**src/rtl/otpr_pkg.sv**
```systemverilog
package otpr_pkg;

    localparam int LINE_COUNT_DEF     = 8;
    localparam int SCREEN_WIDTH_DEF   = 128;
    localparam int GLYPH_WIDTH_DEF    = 5;
    localparam int CHARS_PER_LINE_DEF = 21;
    localparam int QUEUE_DEPTH        = 2;

    localparam logic [2:0] OP_TICK   = 3'd0;
    localparam logic [2:0] OP_CHAR   = 3'd1;
    localparam logic [2:0] OP_COMMIT = 3'd2;
    localparam logic [2:0] OP_CLEAR  = 3'd3;
    localparam logic [2:0] OP_FONT   = 3'd4;

    localparam logic [1:0] ACT_NONE  = 2'd0;
    localparam logic [1:0] ACT_START = 2'd1;
    localparam logic [1:0] ACT_DATA  = 2'd2;
    localparam logic [1:0] ACT_STOP  = 2'd3;

    localparam logic [1:0] ST_OK      = 2'd0;
    localparam logic [1:0] ST_FAULT   = 2'd1;
    localparam logic [1:0] ST_BADLINE = 2'd2;

    localparam logic [1:0] ALIGN_LEFT   = 2'd0;
    localparam logic [1:0] ALIGN_RIGHT  = 2'd1;
    localparam logic [1:0] ALIGN_CENTER = 2'd2;

    localparam logic [3:0] PH_ADDR1 = 4'd0;
    localparam logic [3:0] PH_CMD0  = 4'd1;
    localparam logic [3:0] PH_PAGE  = 4'd2;
    localparam logic [3:0] PH_COLLO = 4'd3;
    localparam logic [3:0] PH_COLHI = 4'd4;
    localparam logic [3:0] PH_STOP1 = 4'd5;
    localparam logic [3:0] PH_ADDR2 = 4'd6;
    localparam logic [3:0] PH_DATA1 = 4'd7;
    localparam logic [3:0] PH_DATAN = 4'd8;
    localparam logic [3:0] PH_STOP2 = 4'd9;
    localparam logic [3:0] PH_END   = 4'd10;

    localparam logic [7:0] CMD_ZERO  = 8'h00;
    localparam logic [7:0] CMD_PAGE  = 8'hB0;
    localparam logic [7:0] CMD_COLHI = 8'h10;
    localparam logic [7:0] CMD_DATA  = 8'h40;
    localparam logic [6:0] ADDR_RESET = 7'h3c;
    localparam logic [4:0] CURSOR_MAX = 5'd31;

    localparam logic CFG_ENABLED = 1'b0;
    localparam logic CFG_ADDRESS = 1'b1;

    typedef struct packed {
        logic [2:0] opcode;
        logic       bus_ok;
        logic       bus_fault;
        logic       line_bad;
        logic [2:0] line;
        logic [4:0] slot;
        logic       slot_ok;
        logic [7:0] value;
        logic [7:0] glyph;
        logic [2:0] gcol;
        logic       gcol_ok;
        logic       align_set;
        logic [7:0] start;
    } item_t;

    typedef struct packed {
        logic [1:0] action;
        logic [7:0] data;
        logic [1:0] status;
    } result_t;

    typedef struct packed {
        logic       write;
        logic       index;
        logic [6:0] data;
    } cfg_t;

endpackage

```
**src/rtl/otpr_queue.sv**
```systemverilog
module otpr_queue import otpr_pkg::*; #(
    parameter int WIDTH = 1,
    parameter int DEPTH = QUEUE_DEPTH
) (
    input  logic             clk,
    input  logic             rst_n,
    input  logic             push,
    input  logic [WIDTH-1:0] wdata,
    output logic             full,
    input  logic             pop,
    output logic [WIDTH-1:0] rdata,
    output logic             valid
);

    localparam int PW = (DEPTH > 1) ? $clog2(DEPTH) : 1;

    logic [WIDTH-1:0] store_reg [DEPTH];
    logic [PW-1:0]    wr_ptr_reg, wr_ptr_next;
    logic [PW-1:0]    rd_ptr_reg, rd_ptr_next;
    logic [PW:0]      count_reg, count_next;
    logic             do_push, do_pop;

    assign full    = (count_reg == (PW+1)'(DEPTH));
    assign valid   = (count_reg != '0);
    assign rdata   = store_reg[rd_ptr_reg];
    assign do_push = push && !full;
    assign do_pop  = pop && valid;

    always_comb
    begin
        wr_ptr_next = wr_ptr_reg;
        rd_ptr_next = rd_ptr_reg;
        count_next  = count_reg;
        if (do_push)
        begin
            wr_ptr_next = (wr_ptr_reg == PW'(DEPTH - 1)) ? '0 : wr_ptr_reg + 1'b1;
        end
        if (do_pop)
        begin
            rd_ptr_next = (rd_ptr_reg == PW'(DEPTH - 1)) ? '0 : rd_ptr_reg + 1'b1;
        end
        if (do_push && !do_pop)
        begin
            count_next = count_reg + 1'b1;
        end
        else if (do_pop && !do_push)
        begin
            count_next = count_reg - 1'b1;
        end
    end

    always_ff @(posedge clk or negedge rst_n)
    begin
        if (!rst_n)
        begin
            wr_ptr_reg <= '0;
            rd_ptr_reg <= '0;
            count_reg  <= '0;
        end
        else
        begin
            wr_ptr_reg <= wr_ptr_next;
            rd_ptr_reg <= rd_ptr_next;
            count_reg  <= count_next;
        end
    end

    always_ff @(posedge clk)
    begin
        if (do_push)
        begin
            store_reg[wr_ptr_reg] <= wdata;
        end
    end

endmodule

```
**src/rtl/otpr_front.sv**
```systemverilog
module otpr_front import otpr_pkg::*; #(
    parameter int LINE_COUNT     = LINE_COUNT_DEF,
    parameter int SCREEN_WIDTH   = SCREEN_WIDTH_DEF,
    parameter int GLYPH_WIDTH    = GLYPH_WIDTH_DEF,
    parameter int CHARS_PER_LINE = CHARS_PER_LINE_DEF
) (
    input  logic       clk,
    input  logic       rst_n,
    input  logic       push,
    output logic       full,
    input  logic [2:0] opcode,
    input  logic       bus_done,
    input  logic       bus_nack,
    input  logic       bus_fault,
    input  logic [2:0] line_index,
    input  logic [4:0] char_position,
    input  logic [7:0] byte_value,
    input  logic [7:0] glyph_index,
    input  logic [2:0] glyph_column,
    input  logic [1:0] alignment,
    input  logic [4:0] text_length,
    input  logic       item_pop,
    output logic       item_valid,
    output item_t      item
);

    localparam int SLOTS = CHARS_PER_LINE + 1;
    localparam int CELL  = GLYPH_WIDTH + 1;
    localparam int WIDTH_ITEM = $bits(item_t);

    item_t       dec;
    logic [4:0]  len;
    logic [9:0]  w;
    logic [9:0]  room;
    logic [WIDTH_ITEM-1:0] q_rdata;

    always_comb
    begin
        len  = (text_length > 5'(CHARS_PER_LINE)) ? 5'(CHARS_PER_LINE) : text_length;
        w    = 10'(len) * 10'(CELL);
        room = (w < 10'(SCREEN_WIDTH)) ? 10'(SCREEN_WIDTH) - w : '0;
        dec           = '0;
        dec.opcode    = opcode;
        dec.bus_ok    = bus_done && !bus_nack;
        dec.bus_fault = bus_fault;
        dec.line_bad  = ({1'b0, line_index} >= 4'(LINE_COUNT));
        dec.line      = line_index;
        dec.value     = byte_value;
        dec.glyph     = glyph_index;
        dec.gcol      = glyph_column;
        dec.gcol_ok   = ({1'b0, glyph_column} < 4'(GLYPH_WIDTH));
        if (opcode == OP_COMMIT)
        begin
            dec.slot    = len;
            dec.slot_ok = 1'b1;
        end
        else
        begin
            dec.slot    = char_position;
            dec.slot_ok = ({1'b0, char_position} < 6'(SLOTS));
        end
        dec.align_set = 1'b1;
        case (alignment)
            ALIGN_LEFT:   dec.start = '0;
            ALIGN_RIGHT:  dec.start = room[7:0];
            ALIGN_CENTER: dec.start = room[8:1];
            default:      dec.align_set = 1'b0;
        endcase
    end

    otpr_queue #(
        .WIDTH(WIDTH_ITEM),
        .DEPTH(QUEUE_DEPTH)
    ) u_queue (
        .clk  (clk),
        .rst_n(rst_n),
        .push (push),
        .wdata(dec),
        .full (full),
        .pop  (item_pop),
        .rdata(q_rdata),
        .valid(item_valid)
    );

    assign item = q_rdata;

endmodule

```
**config.mk**
```make
export PLATFORM = sky130hd
export DESIGN_NAME = otpr_front
export DESIGN_NICKNAME = d
export VERILOG_FILES = /design/src/rtl/otpr_pkg.sv /design/src/rtl/otpr_queue.sv /design/src/rtl/otpr_front.sv
export SDC_FILE = /design/constraint.sdc
export NUM_CORES = 1
export LEC_CHECK = 0
export BUFFER_PORTS_ARGS = -buffer_cell sky130_fd_sc_hd__buf_2
export CAP_MARGIN = 20
export CORE_MARGIN = 3
export CORE_UTILIZATION = 30
export DETAILED_ROUTE_END_ITERATION = 12
export GPL_TIMING_DRIVEN = 0
export HOLD_SLACK_MARGIN = 0.06
export PLACE_DENSITY = 0.58
export SLEW_MARGIN = 20
export SYNTH_ARGS = -nofsm -noshare
export SYNTH_HDL_FRONTEND = slang
export SYNTH_SLANG_ARGS = --single-unit
```
**constraint.sdc**
```tcl
create_clock -name clk -period 5.3 [get_ports clk]
set_input_delay 0.795 -clock clk [delete_from_list [all_inputs] [get_ports clk]]
set_output_delay 0.795 -clock clk [all_outputs]
set_load 0.01 [all_outputs]
```
Word-level counts from Yosys, hierarchy flattened

Memories as Yosys holds them, arrays and structs flattened.
Cells that the tools add are included.

Register bits: 4
Bits in writable memories: 86
Input port bits: 44
Output and inout port bits: 46
Logic and storage cells: 42
Memories kept: 1

Memory list:

| memory            | depth | bits a word | read ports | clocked after memory_dff | wr ports | line             | text |
|---|---|---|---|---|---|---|---|
| u_queue.store_reg | 2     | 43          | 1          | 0                        | 1        | otpr_queue.sv:17 | `logic [WIDTH-1:0] store_reg [DEPTH];` |

Add/subtract/negate cells: 5
Multipliers: 1
$lt $le $gt $ge: 4
Eq/ne operators: 4
Mux-type cells: 11
Reduce and logical (&&, ||, !) cells: 13

Operators by type and width:

| kind                                             | count |
|---|---|
| one-hot mux 8 bit (2 select lines)               | 1 |
| two-way mux 9 bit                                | 1 |
| subtractor 8 x 8 -> 9 bit, first input constant  | 1 |
| < comparator 8 bit, second input constant        | 1 |
| multiplier 5 x 2 -> 7 bit, second input constant | 1 |
| two-way mux 6 bit                                | 1 |
| > comparator 5 bit, second input constant        | 1 |
| logical AND 1 bit                                | 5 |
| < comparator 5 bit, second input constant        | 1 |
| two-way mux 1 bit                                | 5 |
| two-way mux 5 bit                                | 1 |
| == test 2 bit, second input constant             | 2 |
| zero test 1 bit                                  | 4 |
| two-way mux 2 bit                                | 2 |
| nonzero test 2 bit                               | 2 |
| == test 3 x 2 -> 1 bit, second input constant    | 1 |
| < comparator 3 bit, second input constant        | 1 |
| OR reduction 3 bit                               | 1 |
| adder 1 bit, second input constant               | 2 |
| adder 2 x 1 -> 2 bit, second input constant      | 1 |
| == test 2 x 1 -> 1 bit, second input constant    | 1 |
| zero test 2 bit                                  | 1 |
| subtractor 2 x 1 -> 2 bit, second input constant | 1 |

Longest topological paths before layout

Gate-level depths: netlist of run 1.

Word-level depth: 7
Mapped depth: 13
Gate-level depth less buffers: 12

Modules after synthesis

A second synthesis of run 1 with hierarchy kept.

Cells, all modules: 248
Area, all modules: 4,225.3 µm²

Modules (own cells, without submodules):

| module     | times used | cells each | area each (µm²) | sequential area each (µm²) |
|---|---|---|---|---|
| otpr_queue | 1          | 156        | 3,575.9         | 2,742.6 |
| otpr_front | 1          | 92         | 649.4           | 0.0 |

Worst setup path after synthesis of run 1

Ideal clock, no wire load.

Path kind: input-to-reg
Start point: input port push
End point: memory u_queue.store_reg[0][0] in the netlist's numbering (enable)
Setup time: 443 ps
Arrival time: 2,693 ps
Data required time: 4,857 ps
Path slack: 2,164 ps
Stages on the path: 2
Path buffers: 0
Cells stage by stage: nand2_1 nor2_1

Cells in the longest elaborated chain, start to end: 3

Ends and longest elaborated chain:

| item                                    | line             | text |
|---|---|---|
| start: declaration                      | otpr_front.sv:9  | `input logic push,` |
| logical AND 1 bit                       | otpr_queue.sv:26 | `assign do_push = push && !full;` |
| two-way mux 1 bit                       | otpr_queue.sv:70 | `if (do_push)` |
| two-way mux 1 bit (not written as such) | otpr_queue.sv:72 | `store_reg[wr_ptr_reg] <= wdata;` |
| end: declaration                        | otpr_queue.sv:17 |  |

Every way passes these cells.

==> results.toml, run 1 <==
[yosys]
synth_top_area_share_pct = 66.1
synth.largest_area_cell = "edfxtp_1"
yosysWarnings = 0
synthXorXnorAreaFrac_pct = 2.82
synth_compound_area_share_pct = 3.97
avgSynthCellArea_um2 = 15.9
ys_seq_area_share_pct = 68.7
synth_top_family_by_area = "multiplexers"
synth_fp_nets = 302
yosys-top-cells-area = "edfxtp_1, mux2_2, ha_1, dfrtp_1, xnor2_1"
synthAdderAreaFrac_pct = 4.35
synthMuxAreaShare_pct = 12.4
ys_types = 37
async_reset_ff_share_pct = 4.44
ys.flop_type = "edfxtp_1"
syn_inst = 245
syn-cell-area_mm2 = 0.00391
synth_seq_cells = 90
yosys.area_share.simple_pct = 5.51
synth-edff-count = 86

[worst_setup_path]
critical_path.top_delay_family = "XOR/XNOR gates"
r2r_slack_ns = 3.46
crit_buf_inv = 3
cp-start-kind = "input port"
max_stage_delay_ns = 0.45
critPathSlowestCell = "fa_1"
arrival_ns = 3.09
path_depth = 12
path_cells = "buf_2, o21ai_0, nand2_1, inv_1, ha_1, inv_1, fa_1, xnor2_1, nor2_1, xnor3_1, a22oi_1, nor2_1"
r2r_cells = 4
critPathCaptureType = "register"
crit_type = "in2reg"
path_max_fanout = 4
cp_data_required_time_ns = 5.38

[placed_design]
place_congestion = 0.775
port_buffers = 87
dp_hpwl_um = 5340

[clock_network]
cts_tree = "built"
clk_path_buf_depth = 2
cts_buffers = 9
cts_resized = 0
postCtsSetupRepairBufs = 0
clock_sinks = 90
cts-root-buf = "clkbuf_16"
hold_buffers = 0
insertion_delay_ns = 0.33
clk_pin_slew_ns = 0.06
htree_levels = 3

[die]
dieArea_mm2 = 0.0144
io-pin-count = 90
core_area_mm2 = 0.0127
start_util_pct = 30.8
die-width_um = 120
dieHeight_um = 120
rows = 41

[drt]
vias_per_cell = 4.31
vias = 2251
initialDrtViolationCount = 122
post_drt_wl_per_cell_um = 13.9
drt-total-wl_um = 7270
route.detailed.drc = 0
antenna_left = 0
dr.pass1.iters = 4

[global_route]
grt_use_total_pct = 10.4
grt_pass1_wl_um = 11500
grt_pass1_vias = 2219
antenna_found_initial = 0
gr-total-overflow = 0
grt_max_degree = 24

[hold_path]
min_path_type = "in2async"

[timing]
setup_viol = 0
final-hold-violation-count = 0
fin_skew_ns = 0.00571
slew_violations = 0
fin_crit_sh_pct = 56.8
clock.fmax_mhz = 332
max_slew.worst_pin.slew_ns = 0.695
period_minus_slack_ns = 3.01
slew_headroom_pct = 53.5
grt_setup_unrepaired = "no"
finalSetupTns_ns = 0

[final_layout]
antenna_cells = 0
largest_reg_flops = 86
regArea_mm2 = 0.00268
drive_gt1_share_pct = 45.4
multi_input_area_mm2 = 0.00115
fillCellCount = 1239
final_cell_mix = "buf_2, edfxtp_1, mux2_2, nand2_1, ha_1"
area.growth.synth_to_final_pct = 25.5
mostFrequentLayoutCell = "buf_2"
finish.net_count = 402

[power_and_ir_drop]
p_leak_nw = 1.92
fin_total_pwr_mw = 2.39
cellPowerDensity_mw_per_mm2 = 488
ir_drop_v = 0.000153

[run_status]
outcome = "complete, no violations"

[job]
maxCapViolCount = 0
area by class of cell:
| cell class | count | share of cell area (%) |
|---|---|---|
| plain buffers | 9 | 0.842 |
| clock buffers | 9 | 4.59 |
| clock inverters | 7 | 1.43 |
| inverters | 12 | 0.919 |
| multi-input cells | 134 | 23.4 |
| flip-flops and latches | 90 | 54.7 |
| well taps | 172 | 4.39 |
| repair buffers | 89 | 9.70 |
worst reg2reg max path, stage by stage, from the launching register on:
cell and delay (ns):
dfrtp_1 0.41, nand2b_1 0.16, nand2_1 0.14, nor2_4 0.56
buf_12 0.26
cells by family (layout without fill, tap and decap cells):
family	after synthesis	after routing
buf+inv	21	126
flops	90	90
mux	43	43
compound gates	22	22
other cells	1	1
fa+ha+maj	13	13
xor+xnor	11	11
simple gates	44	44
where the power goes:
| part | switching, mW | total (mW) | internal (mW) | leakage (nW) |
|---|---|---|---|---|
| Clock | 0.248 | 0.612 | 0.364 | 0.145 |
| Combinational | 0.412 | 0.764 | 0.352 | 0.924 |
| Sequential | 0.0406 | 1.02 | 0.977 | 0.850 |
| Total | 0.701 | 2.39 | 1.69 | 1.92 |
per-layer routing:
layer	track usage [%]	up-vias	wire length [um]
met5	0	-	0
met4	5.58	0	144
met3	2.03	9	311
met2	16.8	57	3590
met1	13.2	1077	3220
li1	-	1108	-
final timing paths:
check	startpoint	to
setup / recovery	text_length[2]	u_queue.store_reg[1][4]$_DFFE_PP_
hold / removal	rst_n	u_queue.count_reg[0]$_DFFE_PN0P_
setup reg to reg	u_queue.count_reg[0]$_DFFE_PN0P_	u_queue.store_reg[0][18]$_DFFE_PP_
hold reg to reg	u_queue.count_reg[1]$_DFFE_PN0P_	u_queue.count_reg[1]$_DFFE_PN0P_
max in group asynchronous	rst_n	u_queue.wr_ptr_reg$_DFFE_PN0P_
min in group clk	u_queue.count_reg[1]$_DFFE_PN0P_	u_queue.count_reg[1]$_DFFE_PN0P_
per-stage QoR:
| step | hold WS (ns) | worst slack (ns) | area (um^2) | instances | utilization [%] |
|---|---|---|---|---|---|
| floorplan | 0.456 | 2.16 | 3910 | 245 | - |
| detailed placement | 0.502 | 1.94 | 4610 | 506 | 36.4 |
| global route | 0.252 | 1.98 | 4900 | 522 | 38.7 |
| finish | 0.263 | 2.29 | 4900 | 522 | 38.7 |
| global placement | 0.474 | 0.818 | 4560 | 504 | 36.0 |
| CTS | 0.246 | 2.29 | 4900 | 522 | 38.7 |
synthesized netlist by cell type, types with 4 or more instances:
library cell and number:
a22oi_1 4, mux2_2 43, edfxtp_1 86, o21ai_0 6
nand2_1 13, nor2b_1 4, inv_1 11, xnor2_1 7
dfrtp_1 4, nor2_1 11, ha_1 12, nand2b_1 4
No activity file was read; power rests on OpenSTA's default activity.
==> inputs of run 2 (changes only) <==
clock period = 3.15 ns   (was 5.3 ns; I/O delays follow)
==> run 2 against run 1 <==
Combinational power increased by 69%. Routed wire length increased by 0.37%. Global-route usage about the same. Sequential cell count unchanged. Non-clock buffer count increased by 1. Via count increased by 0.58%. Sequential share of layout area decreased by 0.11 points. Register-to-register slack got worse by 2.2 ns. First-iteration DRC count increased by 2.5%. Worst hold slack improved by 0.065 ns. Critical path type unchanged.
==> results.toml, run 2 (same netlist as run 1, synthesis figures left out) <==
[drt]
drt-total-wl_um = 7300
dr.pass1.iters = 4
vias_per_cell = 4.33
route.detailed.drc = 0
post_drt_wl_per_cell_um = 14.0
initialDrtViolationCount = 125
vias = 2264
antenna_left = 0

[clock_network]
clk_path_buf_depth = 2
insertion_delay_ns = 0.33
clock_sinks = 90
clk_pin_slew_ns = 0.06
htree_levels = 3
cts_tree = "built"
cts_buffers = 9
cts-root-buf = "clkbuf_16"

[placed_design]
place_congestion = 0.775
placed_area_mm2 = 0.00461
port_buffers = 87
dp.cells = 506
dp_hpwl_um = 5340

[worst_setup_path]
cp-start-kind = "input port"
critPathCaptureType = "register"
cp_data_required_time_ns = 3.23
path_max_fanout = 4
arrival_ns = 2.76
crit_type = "in2reg"

[final_layout]
layout.cells.non_filler = 523
final_cell_mix = "buf_2, edfxtp_1, mux2_2, nand2_1, ha_1"
fillCellCount = 1239
fin_util_pct = 38.8
area.growth.synth_to_final_pct = 25.7
finish.net_count = 403
largest_reg_flops = 86
drive_gt1_share_pct = 45.3
mostFrequentLayoutCell = "buf_2"
antenna_cells = 0
fin_area_mm2 = 0.00491

[die]
core_area_mm2 = 0.0127
dieArea_mm2 = 0.0144
rows = 41
start_util_pct = 30.8
dieHeight_um = 120
die-width_um = 120
io-pin-count = 90

[timing]
clock.fmax_mhz = 373
max_slew.worst_pin.slew_ns = 0.691
period_minus_slack_ns = 2.68
grt_setup_unrepaired = "no"
setup_viol = 0
fin_crit_sh_pct = 85.2
slew_violations = 0
final-hold-violation-count = 0
fin_skew_ns = 0.00494
hold-worst-slack_ns = 0.328
slew_headroom_pct = 53.8

[power_and_ir_drop]
ir_drop_v = 0.000258
cellPowerDensity_mw_per_mm2 = 821
fin_total_pwr_mw = 4.03
p_leak_nw = 1.92

[hold_path]
min_path_type = "in2reg"

[global_route]
antenna_found_initial = 0
grt_use_total_pct = 10.4
grt_pass1_wl_um = 11500
grt_pass1_vias = 2219
gr-total-overflow = 0
grt_max_degree = 24

[job]
maxCapViolCount = 0

[run_status]
outcome = "complete, no violations"
==> run 2: worst paths after layout <==
path | start | end | slack [ns] | depth (start not counted)
worst max register to register | u_queue.count_reg[0]$_DFFE_PN0P_ | u_queue.store_reg[0][13]$_DFFE_PP_ | 1.31 | 4
worst min-delay path | line_index[2] | u_queue.store_reg[0][37]$_DFFE_PP_ | 0.33 | 1
worst max-delay path | text_length[2] | u_queue.store_reg[1][4]$_DFFE_PP_ | 0.47 | 12
worst min register to register | u_queue.count_reg[1]$_DFFE_PN0P_ | u_queue.count_reg[1]$_DFFE_PN0P_ | 0.51 | 1
max in group asynchronous | rst_n | u_queue.count_reg[1]$_DFFE_PN0P_ | 2.55 | 2
min in group asynchronous | rst_n | u_queue.wr_ptr_reg$_DFFE_PN0P_ | 0.48 | 2
==> run 2: metal layers <==
layer,track usage (%),routed length [um]
met1,13.2,3210
met3,2.03,342
met2,16.8,3610
met4,5.58,142
met5,0,0
==> run 2: power by group <==
part	internal, mW	switching [mW]	total, mW
Combinational	0.592	0.695	1.29
Sequential	1.64	0.0689	1.71
Clock	0.612	0.421	1.03
Total	2.85	1.18	4.03
==> run 2: worst max-delay path, stage by stage <==
cell and delay [ns]:
buf_2 0.11, o21ai_0 0.16, nand2_1 0.14, inv_1 0.15, ha_1 0.18, inv_1 0.06, fa_1 0.45, xnor2_1 0.28
nor2_1 0.13, xnor3_1 0.38, a22oi_1 0.16, nor2_1 0.07
==> run 2: repair_timing <==
item / 4_1_cts / 5_1_grt
gates resized for setup: 0 / 0
endpoints found under the hold margin: 4 / 0
buffers inserted: 0 / 0
hold buffers: 1 / 0
==> run 2: final cells by class <==
class                      instances  area, um^2  area share, %
buffer                             9        41.3          0.841
clock buffer                       9         225           4.58
clock inverter                     7        70.1           1.43
inverter                          12        45.0          0.917
multi-input combinational        134        1150           23.4
sequential                        90        2680           54.6
tap                              172         215           4.38
timing repair buffer              90         485           9.88
==> run 2: per-stage QoR <==
| step | worst slack, ns | TNS, ns |
|---|---|---|
| 2_1_floorplan | 0.274 | 0 |
| 3_3_place_gp | -1.02 | -43.80 |
| 3_5_place_dp | 0.112 | 0 |
| 4_1_cts | 0.464 | 0 |
| 5_1_grt | 0.152 | 0 |
| 6_report | 0.466 | 0 |
==> inputs of run 3 (changes only) <==
REMOVE_ABC_BUFFERS = 1   (was unset)
==> run 3 against run 2 <==
Fmax is 1.7% lower. Clock skew hardly changed. Final cell count is 1.5% lower. Register-to-register slack better by 0.03 ns. Clock power is 15% higher. Die area stayed put. First-iteration DRC count is 8.0% lower. Sequential share of layout area is 0.21 points lower. Core utilization is 0.17 points higher. Final area is 0.43% higher. Critical path type unchanged.
==> results.toml, run 3 (same netlist as run 1, synthesis figures left out) <==
[drt]
initialDrtViolationCount = 115
post_drt_wl_per_cell_um = 13.6
drt-total-wl_um = 7010
dr.pass1.iters = 4
antenna_left = 0
vias = 2215
vias_per_cell = 4.30
route.detailed.drc = 0

[final_layout]
final_cell_mix = "buf_2, edfxtp_1, mux2_2, nand2_1, ha_1"
finish.net_count = 396
area.growth.synth_to_final_pct = 26.3
fin_util_pct = 38.9
drive_gt1_share_pct = 45.2
mostFrequentLayoutCell = "buf_2"
layout.cells.non_filler = 515
largest_reg_flops = 86
antenna_cells = 0

[die]
core_area_mm2 = 0.0127
rows = 41
die-width_um = 120
io-pin-count = 90
dieArea_mm2 = 0.0144
dieHeight_um = 120
start_util_pct = 30.8

[global_route]
grt_pass1_vias = 2314
grt_max_degree = 26
gr-total-overflow = 0
antenna_found_initial = 0
grt_use_total_pct = 10.3
grt_pass1_wl_um = 11500

[job]
maxCapViolCount = 0

[clock_network]
htree_levels = 3
clock_sinks = 90
cts-root-buf = "clkbuf_16"
clk_pin_slew_ns = 0.06
clk_path_buf_depth = 2
insertion_delay_ns = 0.33
cts_buffers = 9
cts_resized = 0
cts_tree = "built"

[timing]
slew_headroom_pct = 56.4
final-hold-violation-count = 0
grt_setup_unrepaired = "no"
period_minus_slack_ns = 2.73
max_slew.worst_pin.slew_ns = 0.653
slew_violations = 0
fin_skew_ns = 0.00446
clock.fmax_mhz = 366
setup_viol = 0
fin_crit_sh_pct = 86.6

[power_and_ir_drop]
cellPowerDensity_mw_per_mm2 = 847
ir_drop_v = 0.000258
p_leak_nw = 1.93

[worst_setup_path]
cp_data_required_time_ns = 3.22
path_max_fanout = 10
cp-startpoint = "text_length[4]"
crit_type = "in2reg"
arrival_ns = 2.80
r2r_start = "u_queue.count_reg[0]$_DFFE_PN0P_"
cp-start-kind = "input port"
critPathCaptureType = "register"

[placed_design]
dp_hpwl_um = 5030
place_congestion = 0.798
port_buffers = 88
dp.cells = 499

[hold_path]
min_from = "glyph_index[7]"
min_path_type = "in2reg"

[run_status]
outcome = "complete, no violations"
## run 3: critical path: stages
cell	delay [ns]
buf_2	0.17
o21ai_0	0.09
nand2_1	0.15
inv_1	0.15
ha_1	0.18
inv_1	0.06
fa_1	0.45
xnor2_1	0.32
nor2_1	0.14
xnor3_1	0.38
a22oi_1	0.15
nor2_1	0.07
## run 3: final timing paths
path | endpoint | slack (ns) | cells past startpoint
min | u_queue.store_reg[1][20]$_DFFE_PP_ | 0.33 | 1
max in group asynchronous | u_queue.rd_ptr_reg$_DFFE_PN0P_ | 2.54 | 2
max | u_queue.store_reg[0][4]$_DFFE_PP_ | 0.42 | 12
min reg2reg | u_queue.count_reg[1]$_DFFE_PN0P_ | 0.48 | 1
max reg2reg | u_queue.store_reg[0][27]$_DFFE_PP_ | 1.34 | 4
min in group asynchronous | u_queue.count_reg[1]$_DFFE_PN0P_ | 0.47 | 2
## run 3: timing repair
item / CTS / global route
hold buffers: 1 / 0
buffers inserted: 0 / 0
endpoints found under the hold margin: 4 / 0
## run 3: final cells by class
type	instances	area [um^2]
Tap cell	172	215
Clock buffer	9	225
Inverter	12	45.0
Multi-Input combinational cell	134	1150
Clock inverter	6	106
Timing Repair Buffer	92	510
Fill cell	1201	7740
Sequential cell	90	2680
## run 3: per-stage QoR
step	hold WS (ns)	area [um^2]	total power [mW]	setup WS, ns	setup TNS, ns
after CTS	0.314	4930	4.26	0.398	0
after global routing	0.313	4930	4.43	0.201	0
final	0.330	4930	4.18	0.421	0
after detailed placement	0.284	4590	3.07	0.0528	0
after floorplan	0.177	3870	2.54	0.274	0
after global placement	0.279	4520	3.02	-0.930	-39.86
## run 3: power by group
part / switching [mW] / internal (mW)
registers: 0.124 / 1.64
clock network: 0.410 / 0.766
logic: 0.636 / 0.600
## run 3: per-layer routing
metal	track usage, %	share of wire, %
met5	0	0
met4	5.58	2.3
met3	2.21	5.3
met2	17.4	50
met1	12.2	43
