==> src/rtl/otpr_pkg.sv <==
package otpr_pkg;

    localparam int LINE_COUNT_DEF     = 8;
    localparam int SCREEN_WIDTH_DEF   = 128;
    localparam int GLYPH_WIDTH_DEF    = 5;
    localparam int CHARS_PER_LINE_DEF = 21;
    localparam int QUEUE_DEPTH        = 2;

    localparam logic [2:0] OP_TICK   = 3'd0;
    localparam logic [2:0] OP_CHAR   = 3'd1;
    localparam logic [2:0] OP_COMMIT = 3'd2;
    localparam logic [2:0] OP_CLEAR  = 3'd3;
    localparam logic [2:0] OP_FONT   = 3'd4;

    localparam logic [1:0] ACT_NONE  = 2'd0;
    localparam logic [1:0] ACT_START = 2'd1;
    localparam logic [1:0] ACT_DATA  = 2'd2;
    localparam logic [1:0] ACT_STOP  = 2'd3;

    localparam logic [1:0] ST_OK      = 2'd0;
    localparam logic [1:0] ST_FAULT   = 2'd1;
    localparam logic [1:0] ST_BADLINE = 2'd2;

    localparam logic [1:0] ALIGN_LEFT   = 2'd0;
    localparam logic [1:0] ALIGN_RIGHT  = 2'd1;
    localparam logic [1:0] ALIGN_CENTER = 2'd2;

    localparam logic [3:0] PH_ADDR1 = 4'd0;
    localparam logic [3:0] PH_CMD0  = 4'd1;
    localparam logic [3:0] PH_PAGE  = 4'd2;
    localparam logic [3:0] PH_COLLO = 4'd3;
    localparam logic [3:0] PH_COLHI = 4'd4;
    localparam logic [3:0] PH_STOP1 = 4'd5;
    localparam logic [3:0] PH_ADDR2 = 4'd6;
    localparam logic [3:0] PH_DATA1 = 4'd7;
    localparam logic [3:0] PH_DATAN = 4'd8;
    localparam logic [3:0] PH_STOP2 = 4'd9;
    localparam logic [3:0] PH_END   = 4'd10;

    localparam logic [7:0] CMD_ZERO  = 8'h00;
    localparam logic [7:0] CMD_PAGE  = 8'hB0;
    localparam logic [7:0] CMD_COLHI = 8'h10;
    localparam logic [7:0] CMD_DATA  = 8'h40;
    localparam logic [6:0] ADDR_RESET = 7'h3c;
    localparam logic [4:0] CURSOR_MAX = 5'd31;

    localparam logic CFG_ENABLED = 1'b0;
    localparam logic CFG_ADDRESS = 1'b1;

    typedef struct packed {
        logic [2:0] opcode;
        logic       bus_ok;
        logic       bus_fault;
        logic       line_bad;
        logic [2:0] line;
        logic [4:0] slot;
        logic       slot_ok;
        logic [7:0] value;
        logic [7:0] glyph;
        logic [2:0] gcol;
        logic       gcol_ok;
        logic       align_set;
        logic [7:0] start;
    } item_t;

    typedef struct packed {
        logic [1:0] action;
        logic [7:0] data;
        logic [1:0] status;
    } result_t;

    typedef struct packed {
        logic       write;
        logic       index;
        logic [6:0] data;
    } cfg_t;

endpackage

==> src/rtl/otpr_queue.sv <==
module otpr_queue import otpr_pkg::*; #(
    parameter int WIDTH = 1,
    parameter int DEPTH = QUEUE_DEPTH
) (
    input  logic             clk,
    input  logic             rst_n,
    input  logic             push,
    input  logic [WIDTH-1:0] wdata,
    output logic             full,
    input  logic             pop,
    output logic [WIDTH-1:0] rdata,
    output logic             valid
);

    localparam int PW = (DEPTH > 1) ? $clog2(DEPTH) : 1;

    logic [WIDTH-1:0] store_reg [DEPTH];
    logic [PW-1:0]    wr_ptr_reg, wr_ptr_next;
    logic [PW-1:0]    rd_ptr_reg, rd_ptr_next;
    logic [PW:0]      count_reg, count_next;
    logic             do_push, do_pop;

    assign full    = (count_reg == (PW+1)'(DEPTH));
    assign valid   = (count_reg != '0);
    assign rdata   = store_reg[rd_ptr_reg];
    assign do_push = push && !full;
    assign do_pop  = pop && valid;

    always_comb
    begin
        wr_ptr_next = wr_ptr_reg;
        rd_ptr_next = rd_ptr_reg;
        count_next  = count_reg;
        if (do_push)
        begin
            wr_ptr_next = (wr_ptr_reg == PW'(DEPTH - 1)) ? '0 : wr_ptr_reg + 1'b1;
        end
        if (do_pop)
        begin
            rd_ptr_next = (rd_ptr_reg == PW'(DEPTH - 1)) ? '0 : rd_ptr_reg + 1'b1;
        end
        if (do_push && !do_pop)
        begin
            count_next = count_reg + 1'b1;
        end
        else if (do_pop && !do_push)
        begin
            count_next = count_reg - 1'b1;
        end
    end

    always_ff @(posedge clk or negedge rst_n)
    begin
        if (!rst_n)
        begin
            wr_ptr_reg <= '0;
            rd_ptr_reg <= '0;
            count_reg  <= '0;
        end
        else
        begin
            wr_ptr_reg <= wr_ptr_next;
            rd_ptr_reg <= rd_ptr_next;
            count_reg  <= count_next;
        end
    end

    always_ff @(posedge clk)
    begin
        if (do_push)
        begin
            store_reg[wr_ptr_reg] <= wdata;
        end
    end

endmodule

==> config.mk <==
export PLATFORM = sky130hd
export DESIGN_NAME = otpr_queue
export DESIGN_NICKNAME = d
export VERILOG_FILES = /design/src/rtl/otpr_pkg.sv /design/src/rtl/otpr_queue.sv
export SDC_FILE = /design/constraint.sdc
export NUM_CORES = 1
export LEC_CHECK = 0
export BUFFER_PORTS_ARGS = -buffer_cell sky130_fd_sc_hd__buf_2
export CELL_PAD_IN_SITES_DETAIL_PLACEMENT = 0
export CELL_PAD_IN_SITES_GLOBAL_PLACEMENT = 2
export CORE_AREA = 2 2 39 41
export DETAILED_ROUTE_END_ITERATION = 7
export DIE_AREA = 0 0 41 43
export GPL_TIMING_DRIVEN = 0
export PLACE_DENSITY_LB_ADDON = 0.1
export SYNTH_ARGS = -nofsm -noshare
export SYNTH_HDL_FRONTEND = slang
export SYNTH_SLANG_ARGS = --single-unit
==> constraint.sdc <==
create_clock -name clk -period 2 [get_ports clk]
set_clock_uncertainty 0.1 [all_clocks]
set_input_delay 0.2 -clock clk [delete_from_list [all_inputs] [get_ports clk]]
set_output_delay 0.2 -clock clk [all_outputs]
set_load 0.05 [all_outputs]
### Yosys cells after proc, flatten, opt, wreduce, memory -nomap -nowiden

Memories as Yosys holds them, arrays and structs flattened.
Cells that the tools add are included.
W data, S select, Z words.

* bits in registers: 4
* memory bits (writable): 2
* word-level logic and storage cells: 24
* output and inout port bits: 3
* memories: 1
* bits of input ports: 5

Memories
* store_reg: words 2, bits a word 1, read ports 1, clocked after memory_dff 0, wr ports 1, line otpr_queue.sv:17 `logic [WIDTH-1:0] store_reg [DEPTH];`

* equality and inequality tests: 1
* add/sub/neg operators: 4
* reduce and logical (&&, ||, !) cells: 9
* muxes and demuxes: 6

Operators with widths (number)
* $logic_and A1 B1 Y1: 4
* $mux W1: 4
* $mux W2: 2
* $reduce_bool A2 Y1: 2
* $logic_not A1 Y1: 3
* $add A1 B1 Y1 const B: 2
* $add A2 B1 Y2 const B: 1
* $eq A2 B2 Y1 const B: 1
* $sub A2 B1 Y2 const B: 1

### Longest topological paths before layout

Gate-level depths: netlist of the first run.

* word-level depth: 7
* depth in mapped cells: 7
* gate-level depth less buffers: 7

### Least setup slack after synthesis of the first run

Ideal clock, no wire load.

* kind: reg2reg
* from: register count_reg[1]
* to: register count_reg[1]
* path slack: 0.490 ns
* clock period less this slack: 1.510 ns
* buffers on the path: 0
* stages on the path, launching flop included: 7
* setup time: 0.125 ns
* arrival time: 1.285 ns
* required time: 1.775 ns
* cells stage by stage: dfrtp_1 > or2_4 > nand2_2 > ha_1 > xor2_1 > nor2_1 > xor2_1

* elaborated cells between the ends (all ways): 14

RTL lines
* from (decl): line otpr_queue.sv:20 `logic [PW:0] count_reg, count_next;`
* from (signal assigned): line otpr_queue.sv:64 `count_reg <= count_next;`
* $reduce_bool A2 Y1 (*): line otpr_queue.sv:24 `assign valid = (count_reg != '0);`
* via valid: line otpr_queue.sv:12 `output logic valid`
* $logic_and A1 B1 Y1 (*): line otpr_queue.sv:27 `assign do_pop = pop && valid;`
* $logic_not A1 Y1: line otpr_queue.sv:42 `if (do_push && !do_pop)`
* $logic_and A1 B1 Y1: line otpr_queue.sv:42
* $mux W2 / $reduce_bool A2 Y1 (equally long branches)

The timed path passes the listed nets; every way through them passes the cells marked *. The select of a mux whose other input is x is not followed.
A chain may end at the register's enable or synchronous reset.

### Worst setup path after layout of the first run

* from: register count_reg[0]
* to: register count_reg[1]

* cells in the longest elaborated chain, start to end: 6
* elaborated cells between the ends (all ways): 14

Ends and longest elaborated chain
* $eq A2 B2 Y1: line otpr_queue.sv:23 `assign full = (count_reg == (PW+1)'(DEPTH));`
* $logic_not A1 Y1: line otpr_queue.sv:26 `assign do_push = push && !full;`
* $logic_and A1 B1 Y1: line otpr_queue.sv:26
* $logic_not A1 Y1: line otpr_queue.sv:46 `else if (do_pop && !do_push)`
* $logic_and A1 B1 Y1: line otpr_queue.sv:46
* $reduce_bool A2 Y1 (no source line)

Several ways; a longest one is shown, not always the timed one. The select of a mux whose other input is x is not followed.

==> results by group, run 1 <==
Critical path
  • Crit path from: count_reg[0]
  • Reg2reg path depth: 6
  • Crit-path max FO: 4
  • Setup CP Type: reg -> reg
  • CP Capture Type: flop
  • R2r startpoint: count_reg[0]
  • Type of origin of the critical path: flop
  • Critical Path AT: 1.63 ns
  • Critical Path End: count_reg[1]
  • Worst reg2reg path endpoint: count_reg[1]
  • R2r setup slk: roughly 0.43 ns
  • Req. time, crit path: 2.07 ns

Global routing
  • Largest net degree at the start of global routing: 5
  • Global-route usage over all layers: approximately 7.5%
  • Gr ovfl total: 0
  • First-pass GRT wire length: 793 um
  • Initial antenna violation count: 0
  • Via count of the first global-routing pass: 195

Route
  • Antenna Violating Nets Remaining: 0
  • DR vias: about 170
  • WL/cell: slightly below 10 um
  • Vias/cell: 3.551
  • Number of remaining DRC errors: 0
  • Pre-antenna DRT Iters: 2
  • DRT iter0 DRCs: 2
  • Drt total wl: about 480 um

Place
  • Gpl congestion: ~0.66
  • HPWL after DPL: 369.2 um
  • IO buf count: 7
  • Placed Instances: 45

Yosys
  • Ys Warns: 0
  • Synth Instances: 22
  • Synth Area per Inst: 12.46 um2
  • Unique cell type count in the Yosys netlist: 13
  • Synth Register Bits: 6
  • Syn_nets: 28
  • Post-Syn Area: 274.0 um2
  • Register area share after synthesis: 58.45%

Floorplanning
  • IO Pins: 8
  • Core ar.: approximately 1400 um2
  • Die height: roughly 43 um
  • Initial Util: 19.80%
  • FP Rows: 14
  • Die ar.: approximately 1800 um2
  • DIE WIDTH: 41 um

Cells and area
  • Fin cells: 49
  • Filler cell count: 148
  • Antenna diode count: 0
  • Most frequent cells in the layout: 7 x buf_2, 4 x dfrtp_1, 3 x xnor2_1, 3 x clkbuf_4
  • NumNets Final: 41
  • Commonest non-fill, non-tap cell in the layout: buf_2
  • Fraction of layout cells with a size suffix above 1: 39.39%
  • Area grow syn2layout: 31.96%

Power and ir drop
  • Max IR drop VDD: 0.8117 mV
  • Power share of the clock group: approximately 17%
  • Int Pwr: 0.0003745 W
  • Leak: around 0.17 nW
  • Power Density: 1811 nW/um2
  • Reg power frac: between 30% and 40%
  • Switching pwr: 0.0002806 W
  • Combinational power share: 48.3%
  • Sw frac: 42.83%

STA
  • Max-slew violations: 0
  • Hold Violations, Final: 0
  • Min Tclk post-route: 1.566 ns
  • Worst-margin pin slew: 0.2493 ns
  • Fmax: 0.6386 GHz
  • Final period utilization: 78.30%
  • Final Setup Violations: 0
  • Slew margin rel.: 83.50%
  • RSZ-0062 raised after global routing: false
  • Total negative setup slack: 0 ns

Clocking
  • CTS Buffer Depth: 2
  • Reg clk slew, reported paths: 0.05 ns
  • Root Buffer: clkbuf_4
  • Clk Latency, worst-skew pair: between 0.2 and 0.25 ns
  • Num CTS Buffers: 3
  • CTS tree: built
  • CTS H-tree lvls: 1
  • CTS Sinks: 6

Run
  • MaxCap Viol Count: 0

Status
  • Outcome: finished clean

Hold path
  • Hold Crit Depth: 1
  • Worst hold-check path type: in -> reg
==> worst min-delay path by stage <==
stage / startpoint / end / slack [ns]
global route: wdata / store_reg[1] / 0.05
CTS: wdata / store_reg[1] / 0.04
detailed placement: rst_n / rd_ptr_reg / -0.08
floorplan: rst_n / count_reg[0] / -0.20
finish: wdata / store_reg[1] / 0.05
global placement: rst_n / rd_ptr_reg / -0.08
==> layout make-up <==
cell class / count / area (um2) / share of cell area (%)
sequential: 6 / 160.2 / 44.29
multi-input combinational: 14 / 106.4 / 29.41
timing repair buffer: 8 / 45.04 / 12.46
clock buffer: 3 / 22.52 / 6.228
tap: 16 / 20.02 / 5.536
inverter: 2 / 7.507 / 2.076
==> cell families after synthesis <==
logic type / Yosys count / synth area share (%)
DFF: 6 / 58.45
buffers and inverters: 2 / 2.741
muxes: 1 / 4.109
and+or+nand+nor: 7 / 14.16
xor gates and xnor gates: 5 / 15.98
adders and majority gates: 1 / 4.565
==> worst max-delay path, stage by stage (launching register included) <==
cell and delay, ns:
dfrtp_1 0.41, nand2b_1 0.19, nand2_1 0.14, inv_1 0.06
ha_1 0.30, nor2_1 0.13, xor2_1 0.15
==> cells in the mapped netlist <==
cell type,instances,area share (%)
mux2_2,1,4.1
inv_1,2,2.7
nor2_1,2,2.7
or2_4,1,3.2
nand2_1,1,1.4
nand2b_1,1,2.3
xnor2_1,3,9.6
ha_1,1,4.6
dfrtp_1,4,37
edfxtp_1,2,22
nand2_2,1,2.3
xor2_1,2,6.4
and3_1,1,2.3
==> metrics by stage <==
stage	util (%)	power (W)	cell area [um2]	setup WS (ns)	hold WS, ns
6_report	26.13	0.0006550	361.6	0.4341	0.04576
5_1_grt	26.13	0.0006945	361.6	0.3170	0.05031
2_1_floorplan	-	0.0004853	274.0	0.4899	-0.1956
3_3_place_gp	23.78	0.0005401	329.1	0.4457	-0.08492
4_1_cts	26.13	0.0006635	361.6	0.4193	0.04401
3_5_place_dp	23.78	0.0005453	329.1	0.4415	-0.08113
==> power groups by stage <==
stage	sequential, W	clock [W]	combinational, W
finish	0.000227	0.000112	0.000317
global route	0.000232	0.000118	0.000344
CTS	0.000227	0.000114	0.000322
detailed placement	0.000228	0	0.000317
global placement	0.000227	0	0.000313
floorplan	0.000220	0	0.000266
==> repair_timing <==
item	CTS	global route
resized for setup	0	0
hold buffers	1	0
hold endpoints to repair	4	0
setup buffers	0	0
==> routing by layer <==
| metal | wire length, um | GRT usage [%] | vias to the layer above |
|---|---|---|---|
| met5 | 0 | 0 | - |
| met1 | 237 | 8.497 | 76 |
| li1 | - | - | 93 |
| met3 | 31 | 3.141 | 0 |
| met2 | 209 | 8.438 | 5 |
| met4 | 0 | 10.00 | 0 |
Power figures use the tool's default switching activity.
==> run 2: changes to the inputs <==
==> constraint.sdc (replaced) <==
create_clock -name clk -period 1.4 [get_ports clk]
set_clock_uncertainty 0.1 [all_clocks]
set_input_delay 0.14 -clock clk [delete_from_list [all_inputs] [get_ports clk]]
set_output_delay 0.14 -clock clk [all_outputs]
set_load 0.05 [all_outputs]
==> results by group, run 2 (synthesis results as in run 1) <==
Route
  • DR vias: 195 (+12%)
  • DRT iter0 DRCs: 0 (-2)
  • Number of remaining DRC errors: 0 (unchanged)
  • Pre-antenna DRT Iters: 1 (-1)
  • Drt total wl: 497 um (+4.0%)
  • WL/cell: 9.204 um (-5.7%)
  • Antenna Violating Nets Remaining: 0 (unchanged)
  • Vias/cell: 3.611 (+1.7%)

Floorplanning
  • IO Pins: 8 (unchanged)
  • Initial Util: 19.80% (unchanged)
  • FP Rows: 14 (unchanged)
  • Die height: 43 um (unchanged)
  • Core ar.: 1384 um2 (unchanged)
  • DIE WIDTH: 41 um (unchanged)
  • Die ar.: 1763 um2 (unchanged)

Place
  • Gpl congestion: 0.6038 (-8.0%)
  • Placed Instances: 45 (unchanged)
  • IO buf count: 7 (unchanged)
  • HPWL after DPL: 348.5 um (-5.6%)
  • Placed cell area: 349.1 um2 (+6.1%)

Cells and area
  • Antenna diode count: 0 (unchanged)
  • Fraction of layout cells with a size suffix above 1: 57.89% (+19 points)
  • Filler cell count: 146 (-1.4%)
  • Commonest non-fill, non-tap cell in the layout: buf_2
  • NumNets Final: 45 (+9.8%)
  • Area grow syn2layout: 64.84%
  • Multi-input logic area: 148.9 um2 (+40%)
  • Fin cells: 54 (+10%)
  • Register area: 160.2 um2 (unchanged)
  • Fin area: 451.7 um2 (+25%)
  • Most frequent cells in the layout: 5 x buf_2, 4 x clkbuf_4, 4 x dfrtp_1, 3 x xnor2_1, 3 x buf_4

Global routing
  • Initial antenna violation count: 0 (unchanged)
  • Largest net degree at the start of global routing: 5 (unchanged)
  • Via count of the first global-routing pass: 189 (-3.1%)
  • Gr ovfl total: 0 (unchanged)
  • Global-route usage over all layers: 8.097% (+0.63 points)
  • First-pass GRT wire length: 745 um (-6.1%)

Clocking
  • CTS Buffer Depth: 2 (unchanged)
  • CTS Sinks: 6 (unchanged)
  • CTS H-tree lvls: 1 (unchanged)
  • CTS tree: built
  • Reg clk slew, reported paths: 0.04 ns (about the same)
  • Clk Latency, worst-skew pair: 0.24 ns (about the same)
  • Root Buffer: clkbuf_4
  • Num CTS Buffers: 3 (unchanged)

Hold path
  • Hold Crit Depth: 3 (+2)
  • Hold EP: rd_ptr_reg
  • Min-delay src: pop
  • Worst hold-check path type: in -> reg

STA
  • Min Tclk post-route: 1.438 ns (-0.1279 ns)
  • Hold slack: 0.09561 ns (+0.04985 ns)
  • Final Setup Violations: 1 (+1)
  • Fmax: 0.6954 GHz (+8.9%)
  • RSZ-0062 raised after global routing: true
  • Hold Violations, Final: 0 (unchanged)
  • Max-slew violations: 0 (unchanged)
  • Worst-margin pin slew: 0.2481 ns (-0.001170 ns)
  • Slew margin rel.: 83.57% (about the same)
  • Final period utilization: 102.7% (+24 points)
  • Fin worst setup slack: -0.03799 ns (-0.4721 ns)

Power and ir drop
  • Max IR drop VDD: 0.6646 mV (-18%)
  • Int Pwr: 0.0006727 W (+80%)
  • Leak: 0.2081 nW (+19%)
  • Power share of the clock group: 15.0% (-2.1 points)
  • Switching pwr: 0.0004670 W (+66%)
  • Combinational power share: 56.8% (+8.5 points)
  • Reg power frac: 28.2% (-6.4 points)
  • Power Density: 2523 nW/um2 (+39%)
  • Sw frac: 40.98% (-1.9 points)

Critical path
  • Worst reg2reg path endpoint: count_reg[1]
  • R2r startpoint: count_reg[1]
  • Critical Path AT: 1.47 ns (-0.16 ns)
  • Crit-path max FO: 3 (-1)
  • R2r setup slk: -0.04 ns (-0.47 ns)
  • Setup CP Type: reg -> reg
  • Req. time, crit path: 1.43 ns (-0.64 ns)
  • Reg2reg path depth: 6 (unchanged)
  • Type of origin of the critical path: flop
  • CP Capture Type: flop

Status
  • Failing checks: negative setup slack
  • Outcome: complete, but fails checks

Run
  • MaxCap Viol Count: 0 (unchanged)
## run 2: cell count changes in the layout (fill, tap and decap cells not counted), sizes merged
cell,before,now
buf,7,9
clkbuf,3,5
dlygate4sd3,1,2
## run 2: layout make-up
class / instances / share of cell area (%)
tap: 16 / 4.432
multi-input combinational: 14 / 32.96
sequential: 6 / 35.46
clock buffer: 4 / 5.817
timing repair buffer: 12 / 19.11
inverter: 2 / 2.216
## run 2: layer usage
metal / up-vias / track usage, % / routed length, um
li1: 99 / - / -
met1: 88 / 6.271 / 174
met2: 6 / 9.688 / 279
met3: 2 / 3.141 / 23
met4: 0 / 16.00 / 19
met5: - / 0 / 0
## run 2: per-stage QoR
stage	power (W)	worst slack [ns]	util (%)	setup TNS, ns
after floorplan	0.0007339	-0.09997	-	-0.09997
after global placement	0.0008186	-0.1574	25.23	-0.1857
after detailed placement	0.0008214	-0.1506	25.23	-0.1641
after CTS	0.001092	-0.02865	30.56	-0.02865
after global routing	0.001222	-0.08788	32.64	-0.09080
final	0.001140	-0.03799	32.64	-0.03799
## run 2: worst max path at each step
stage                    to    startpoint  cells after the start
4_1_cts        count_reg[1]  count_reg[1]                      6
3_3_place_gp   count_reg[1]  count_reg[0]                      7
3_5_place_dp   count_reg[1]  count_reg[0]                      7
2_1_floorplan  count_reg[1]  count_reg[0]                      6
5_1_grt        count_reg[1]  count_reg[1]                      6
6_report       count_reg[1]  count_reg[1]                      6
## run 2: worst max-delay path: stages (launching register included)
cell and delay [ns]:
dfrtp_1 0.41, or2_4 0.25, nand2_4 0.07, ha_4 0.13
xor2_2 0.15, nor2_2 0.06, xor2_1 0.15
## run 2: power by group through the flow
stage,clock [W],combinational (W),sequential [W]
CTS,0.000184,0.000587,0.000321
floorplan,0,0.000420,0.000314
finish,0.000171,0.000647,0.000321
global route,0.000198,0.000694,0.000331
detailed placement,0,0.000495,0.000327
global placement,0,0.000494,0.000325
## run 2: repair_timing
action                                  CTS  global route
resized for setup                         4             5
cloned                                    0             0
hold buffers                              2             0
endpoints found under the setup margin    5             4
pin swaps                                 1             4
endpoints found under the hold margin     6             0
setup buffers                             2             1
==> run 3: changes to the inputs <==
--- a/config.mk
+++ b/config.mk
@@ -9,6 +9,7 @@
 export CELL_PAD_IN_SITES_DETAIL_PLACEMENT = 0
 export CELL_PAD_IN_SITES_GLOBAL_PLACEMENT = 2
 export CORE_AREA = 2 2 39 41
+export CTS_BUF_LIST = sky130_fd_sc_hd__clkbuf_4
 export DETAILED_ROUTE_END_ITERATION = 7
 export DIE_AREA = 0 0 41 43
 export GPL_TIMING_DRIVEN = 0
==> results by group, run 3 (synthesis results as in run 1) <==
Status
  • Outcome: complete, but fails checks
  • Failing checks: negative setup slack

Critical path
  • Crit-path max FO: 3 (unchanged)
  • Type of origin of the critical path: flop
  • Worst reg2reg path endpoint: count_reg[1]
  • Critical Path AT: 1.47 ns (about the same)
  • Worst path top cell family by delay: flip-flops
  • CP Capture Type: flop
  • Max incr delay on CP: 0.41 ns (about the same)
  • R2r setup slk: -0.04 ns (about the same)
  • CP bufs+invs: 0 (unchanged)
  • Req. time, crit path: 1.43 ns (about the same)
  • Slowest cell on the critical path: dfrtp_1
  • R2r startpoint: count_reg[1]
  • Setup CP Type: reg -> reg
  • Reg2reg path depth: 6 (unchanged)
  • Worst-path cell chain: or2_4, nand2_4, ha_4, xor2_2, nor2_2, xor2_1

Run
  • MaxCap Viol Count: 0 (unchanged)

STA
  • Max-slew violations: 0 (unchanged)
  • Fin worst setup slack: -0.03792 ns (+0.00007640 ns)
  • Hold Violations, Final: 0 (unchanged)
  • RSZ-0062 raised after global routing: true
  • Total negative setup slack: -0.03792 ns (+0.00007640 ns)
  • Final Setup Violations: 1 (unchanged)
  • Min Tclk post-route: 1.438 ns (-0.00007640 ns)
  • Final period utilization: 102.7% (about the same)
  • Slew margin rel.: 83.57% (unchanged)
  • Worst-margin pin slew: 0.2481 ns (unchanged)
  • Fmax: 0.6955 GHz (about the same)

Cells and area
  • Fraction of layout cells with a size suffix above 1: 60.53% (+2.6 points)
  • Most frequent cells in the layout: 5 x clkbuf_4, 5 x buf_2, 4 x dfrtp_1, 3 x xnor2_1, 3 x buf_4
  • NumNets Final: 45 (unchanged)
  • Area grow syn2layout: 66.21%
  • Fin area: 455.4 um2 (+0.83%)
  • Antenna diode count: 0 (unchanged)

Global routing
  • Met3 usage: 3.141% (unchanged)
  • Largest net degree at the start of global routing: 5 (unchanged)
  • Grt met1 use: 6.271% (unchanged)
  • Grt peak-use layer: met4
  • Global-route usage over all layers: 8.198% (+0.10 points)
  • GR Layer Usage met2: 10.00% (+0.31 points)
  • First-pass GRT wire length: 759 um (+1.9%)
  • Initial antenna violation count: 0 (unchanged)
  • Gr ovfl total: 0 (unchanged)
  • Via count of the first global-routing pass: 193 (+2.1%)

Power and ir drop
  • Power share of the clock group: 16.5% (+1.5 points)
  • Leak: 0.2115 nW (+1.6%)
  • Power Density: 2552 nW/um2 (+1.1%)
  • Int Pwr: 0.0006921 W (+2.9%)
  • Combinational power share: 55.8% (-1.0 points)
  • Sw frac: 40.46% (-0.52 points)
  • Reg power frac: 27.7% (-0.5 points)
  • Max IR drop VDD: 0.6726 mV (+1.2%)
  • Switching pwr: 0.0004702 W (+0.69%)

Floorplanning
  • DIE WIDTH: 41 um (unchanged)
  • Die height: 43 um (unchanged)
  • Core ar.: 1384 um2 (unchanged)
  • Initial Util: 19.80% (unchanged)
  • FP Rows: 14 (unchanged)
  • Die ar.: 1763 um2 (unchanged)
  • IO Pins: 8 (unchanged)

Place
  • HPWL after DPL: 348.5 um (unchanged)
  • IO buf count: 7 (unchanged)
  • Gpl congestion: 0.6038 (unchanged)
  • Placed cell area: 349.1 um2 (unchanged)

Clocking
  • Clk Latency, worst-skew pair: 0.24 ns (about the same)
  • Reg clk slew, reported paths: 0.04 ns (about the same)
  • Root Buffer: clkbuf_4
  • Num CTS Buffers: 3 (unchanged)
  • CTS tree: built
  • CTS H-tree lvls: 1 (unchanged)
  • CTS Sinks: 6 (unchanged)
  • CTS Buffer Depth: 2 (unchanged)

Route
  • Antenna Violating Nets Remaining: 0 (unchanged)
  • Pre-antenna DRT Iters: 1 (unchanged)
  • WL/cell: 9.519 um (+3.4%)
  • Drt total wl: 514 um (+3.4%)
  • Vias/cell: 3.593 (-0.51%)
  • Number of remaining DRC errors: 0 (unchanged)
  • DR vias: 194 (-0.51%)
  • DRT iter0 DRCs: 0 (unchanged)

Hold path
  • Min-delay src: pop
  • Hold Crit Depth: 3 (unchanged)
  • Worst hold-check path type: in -> reg
  • Hold EP: rd_ptr_reg
[run 3: cell counts in the layout (fill, tap and decap cells not counted)]
Identical to the previous run, type by type.
[run 3: worst max-delay path by stage]
| stage | startpoint | endpoint | slack (ns) | cells past startpoint |
|---|---|---|---|---|
| 6_report | count_reg[1] | count_reg[1] | -0.04 | 6 |
| 4_1_cts | count_reg[1] | count_reg[1] | -0.03 | 6 |
| 5_1_grt | count_reg[1] | count_reg[1] | -0.09 | 6 |
| 3_5_place_dp | count_reg[0] | count_reg[1] | -0.15 | 7 |
| 3_3_place_gp | count_reg[0] | count_reg[1] | -0.16 | 7 |
| 2_1_floorplan | count_reg[0] | count_reg[1] | -0.1 | 6 |
[run 3: power by group through the flow]
stage / registers (W) / clock network (W) / logic (W)
detailed placement: 0.000327 / 0 / 0.000495
CTS: 0.000321 / 0.000206 / 0.000587
global placement: 0.000325 / 0 / 0.000494
global route: 0.000331 / 0.000219 / 0.000694
finish: 0.000322 / 0.000192 / 0.000648
floorplan: 0.000314 / 0 / 0.000420
[run 3: through the flow]
| stage | std cells | total power [W] | hold slack [ns] | utilization [%] | worst slack (ns) |
|---|---|---|---|---|---|
| floorplan | 22 | 0.0007339 | -0.2556 | - | -0.09997 |
| global route | 54 | 0.001244 | 0.07244 | 32.91 | -0.08788 |
| CTS | 53 | 0.001114 | 0.08118 | 30.83 | -0.02865 |
| finish | 54 | 0.001162 | 0.09555 | 32.91 | -0.03792 |
| detailed placement | 45 | 0.0008214 | -0.1482 | 25.23 | -0.1506 |
| global placement | 45 | 0.0008186 | -0.1450 | 25.23 | -0.1574 |
[run 3: tightest hold or removal path, delay by kind of cell]
family	cells	cell delay [ns]
buffers and inverters	1	0.11
xor gates and xnor gates	1	0.06
and+or+nand+nor	1	0.08
[run 3: metal layers]
layer	vias to the layer above	wire length, um
met5	-	0
met4	0	19
met3	2	23
met2	6	289
met1	87	182
li1	99	-
[run 3: layout make-up]
| class | instances | area [um2] |
|---|---|---|
| repair buffers | 12 | 86.33 |
| flip-flops and latches | 6 | 160.2 |
| inverters | 2 | 10.01 |
| fillers | 145 | 928.4 |
| multi-input cells | 14 | 148.9 |
| well taps | 16 | 20.02 |
| clock buffers | 4 | 30.03 |
[run 3: repair_timing]
item / 4_1_cts / 5_1_grt
hold buffers: 2 / 0
pin swaps: 1 / 4
endpoints found under the hold margin: 6 / 0
buffers inserted: 2 / 1
resized for setup: 4 / 5
setup endpoints to repair: 5 / 4
